==> config.mk <==
export PLATFORM = sky130hd
export DESIGN_NAME = bocm_ram
export DESIGN_NICKNAME = d
export VERILOG_FILES = /design/src/rtl/bocm_ram.sv
export SDC_FILE = /design/constraint.sdc
export NUM_CORES = 2
export LEC_CHECK = 0
export ABC_AREA = 1
export BUFFER_PORTS_ARGS = -buffer_cell sky130_fd_sc_hd__buf_2
export CORE_MARGIN = 2
export CORE_UTILIZATION = 60
export CTS_CLUSTER_DIAMETER = 80
export DETAILED_ROUTE_END_ITERATION = 8
export MAX_ROUTING_LAYER = met4
export PLACE_DENSITY = 0.76
export SLEW_MARGIN = 10
export SYNTH_ARGS = -nofsm -noshare
export SYNTH_HDL_FRONTEND = slang
export SYNTH_SLANG_ARGS = --single-unit
==> constraint.sdc <==
create_clock -name clk -period 2.3 [get_ports clk]
set_input_delay 0.23 -clock clk [delete_from_list [all_inputs] [get_ports clk]]
set_output_delay 0.23 -clock clk [all_outputs]
set_load 0.02 [all_outputs]
==> src/rtl/bocm_ram.sv <==
// Generic simple dual-port RAM with registered read.
module bocm_ram #(
    parameter int WIDTH = 2,
    parameter int DEPTH = 1024
) (
    input  logic                     clk,
    input  logic                     we,
    input  logic [$clog2(DEPTH)-1:0] waddr,
    input  logic [WIDTH-1:0]         wdata,
    input  logic                     re,
    input  logic [$clog2(DEPTH)-1:0] raddr,
    output logic [WIDTH-1:0]         rdata
);

    logic [WIDTH-1:0] mem [DEPTH];

    // Write port
    always_ff @(posedge clk)
    begin
        if (we)
        begin
            mem[waddr] <= wdata;
        end
    end

    // Registered read port, holds when not enabled
    always_ff @(posedge clk)
    begin
        if (re)
        begin
            rdata <= mem[raddr];
        end
    end

endmodule

# [Word level (Yosys, flattened, before mapping)]
# Memory sizes are Yosys's and may differ from the RTL's. A register that Yosys moved wholly into a read port is not among the register bits.
# Index checks and enable logic that the tools add are counted.
[word_totals] reg_bits=0 ram_bits=2048 in_bits=25 output_inout_bits=2 wordCells=3 n_memories=1
[classes] mux=2
[mem_list] memory="mem" words=1024 word_bits=2 read_ports=1 rd_ports_with_merged_regs=1 wr=1 line_no="15" source="logic [WIDTH-1:0] mem [DEPTH];"
[ops] op="$mux 1" n=2

# [Logic depth before layout (Yosys ltp)]
[logic_depth] word_depth=2 depth_mapped=17 depth_no_buf=13

# [Worst setup path before layout]
# Ideal clock, no wire load.
[synth_path] kind="input port to flip-flop" startpoint="input port waddr[2]" endpoint="memory mem[443][0], enable pin" setup_time_ps=309 arrival_time_ps=1555 required_time_ps=1991 path_slack_ps=436 cell_stages=8 path_buffers=3 cell_sequence="buf_2 nor3_1 inv_1 nor2_1 nand2_1 clkbuf_1 buf_1 nor2_1"
[synth_rtl] item="start: declaration" line_no="8" source="input logic [$clog2(DEPTH)-1:0] waddr,"
[synth_rtl] item="end: declaration" line_no="15"
# No word-level cell before the write port.

==> qor.csv <==
metric,value,unit
status,finished clean,
routed via count,64000,
Hold Fails Final Rpt,0,
CTS clock-pin slew for the worst setup and hold paths,0.06,ns
skew final,0.0218,ns
Post-Synthesis Cells,7976,
"commonest non-fill, non-tap cell in the layout",nand2_1,
count of state elements after synthesis,2050,
Critical Path Sink Type,flop,
chip width,385,um
clock sink total,2050,
required time of the critical path,2.88,ns
Max Clk Rate,464,MHz
Root Driver,clkbuf_16,
starting density of the core,60.5,%
num rows,139,
Final Util,68.5,%
final hold slack,0.0704,ns
CP dominant cell by count,nand3_1,
Lkg Pwr,33.9,nW
crit path max-delay cell type,edfxtp_1,
initial antenna violation count,9,
Mapped Nets,8001,
CP cell instances,"nand2_1, nand3_1, nand3_1, nand3_1, nand3_1, nand3_1, nand3_1, nand3_1, nand3_1, nand2_1, nand2_1, nand2_1",
measured slew at the worst slew-check pin,0.755,ns
most frequent cells in the layout,"nand2_1, edfxtp_1, nand3_1, nor2_1, buf_4",
Final setup viols,0,
Die Y,385,um
unrepaired setup endpoints after global routing,no,
routed length per instance,25.0,um
"CP delay by family, top",simple AND/OR/NAND/NOR gates,
CP startpoint kind,flop,
dpl hpwl,138000,um
Ys Warns,0,
final net count,7975,
post-layout min period,2.16,ns
crit path max fanout,1,
syn avg cell area,10.9,um2
total I/O pin count,27,
layout cells sized above 1,8.85,%
DR vias/cell,6.39,
final wirelength,251000,um
global-route wire length before repair,374000,um
Total Routing Usage GR,35.1,%
Initial DRT Pass Iterations,6,
global route total overflow,0,
vias in the first global route,62800,
CORE AREA,144000,um2
total chip power,79.4,mW
synthesis-to-finish area growth,13.2,%
Max Slew Vio Count,0,
"Seq/Total Area, Yosys",70.8,%
"Cell Area, Synth",87000,um2
slowest cell delay on critical path,0.37,ns
max_slew headroom,49.7,%
pwr dens,806,nW/um2
HP Class,primary input to flop,
Remaining DRCs,0,
Inserted Clock Buffers,198,
H-tree Lvls,4,
TritonCTS clock tree,done,
die area,148000,um2
Cell variety after synth,16,
1st-iter DRT viols,9403,
CTS Buffer Depth,3,
CP arrival,2.74,ns
I/O Buffers,26,
clk_lat worst skew,0.82,ns
CP Buf/Inv Count,0,
Final ANT Viol Nets,0,
Fin Setup TNS,0,ns
maxcap violations,0,
kind of critical path,flop to flop,
GP Congestion,0.898,
largest net degree at the start of global routing,115,
count of filler cells inserted in the layout,9816,
final worst-path cycle share,93.7,%
Worst VDD drop,0.881,mV
==> cell usage after synthesis, drive strengths merged <==
cell type | n | area [um2]
nand2 | 2119 | 7950
nand4 | 5 | 31.3
clkbuf | 261 | 983
inv | 43 | 164
edfxtp | 2050 | 61600
clkinv | 2 | 7.51
nor2 | 1039 | 3900
nand3 | 2049 | 10300
nor3 | 24 | 120
buf | 384 | 2000
==> worst register-to-register path: cells and delay by family, from the launching register on <==
| kind | cells | cell delay (ns) |
|---|---|---|
| and+or+nand+nor | 12 | 1.55 |
| DFF | 1 | 0.37 |
==> registers in the layout, summed over array words and instances (netlist names) <==
signal	count
mem	2048
rdata	2
==> area by class of cell <==
type / count / area, um2 / area share [%]
Antenna cell: 6 / 15.0 / 0.0152
Clock buffer: 252 / 5220 / 5.30
Clock inverter: 108 / 1310 / 1.33
Inverter: 45 / 206 / 0.210
Multi-Input combinational cell: 5236 / 22400 / 22.8
Sequential cell: 2050 / 61600 / 62.5
Tap cell: 1903 / 2380 / 2.42
Timing Repair Buffer: 419 / 5360 / 5.44
==> worst paths after layout <==
check / from / end / slack, ns / cells past startpoint
setup / recovery: mem[321][0] / rdata[0] / 0.14 / 12
setup reg to reg: mem[321][0] / rdata[0] / 0.14 / 12
hold / removal: waddr[4] / mem[793][1] / 0.07 / 5
hold reg to reg: mem[522][0] / rdata[0] / 1.30 / 12
==> where the power goes <==
part / switching (mW) / total (mW) / internal [mW]
logic: 3.67 / 5.24 / 1.57
clock network: 13.8 / 33.0 / 19.3
registers: 0.0114 / 41.1 / 41.1
total: 17.5 / 79.4 / 61.9
==> metal layers <==
metal	GRT usage [%]	share of wire (%)	up-vias
met2	54.5	46	4760
met3	7.19	14	965
met1	44.0	34	30600
met4	18.4	6.0	0
met5	-	0	-
li1	-	-	27700
==> what timing repair did <==
item                       in CTS  in global routing
hold endpoints to repair      104                  0
hold buffers                    7                  0
gates resized for setup         0                  2
buffers inserted                0                  0
setup endpoints to repair       0                  2
==> cell families after synthesis <==
group         share of synthesized area (%)
simple gates                           25.6
buf+inv                                3.63
flops                                  70.8
==> per-stage QoR <==
stage	cells	setup WS, ns	cell area [um2]
detailed placement	9646	-0.581	91800
floorplan	7976	0.436	87000
finish	10000	0.145	98500
global route	10000	0.0349	98500
CTS	10000	0.128	98400
global placement	9646	-0.583	91800
(Power assumes the default switching activity.)
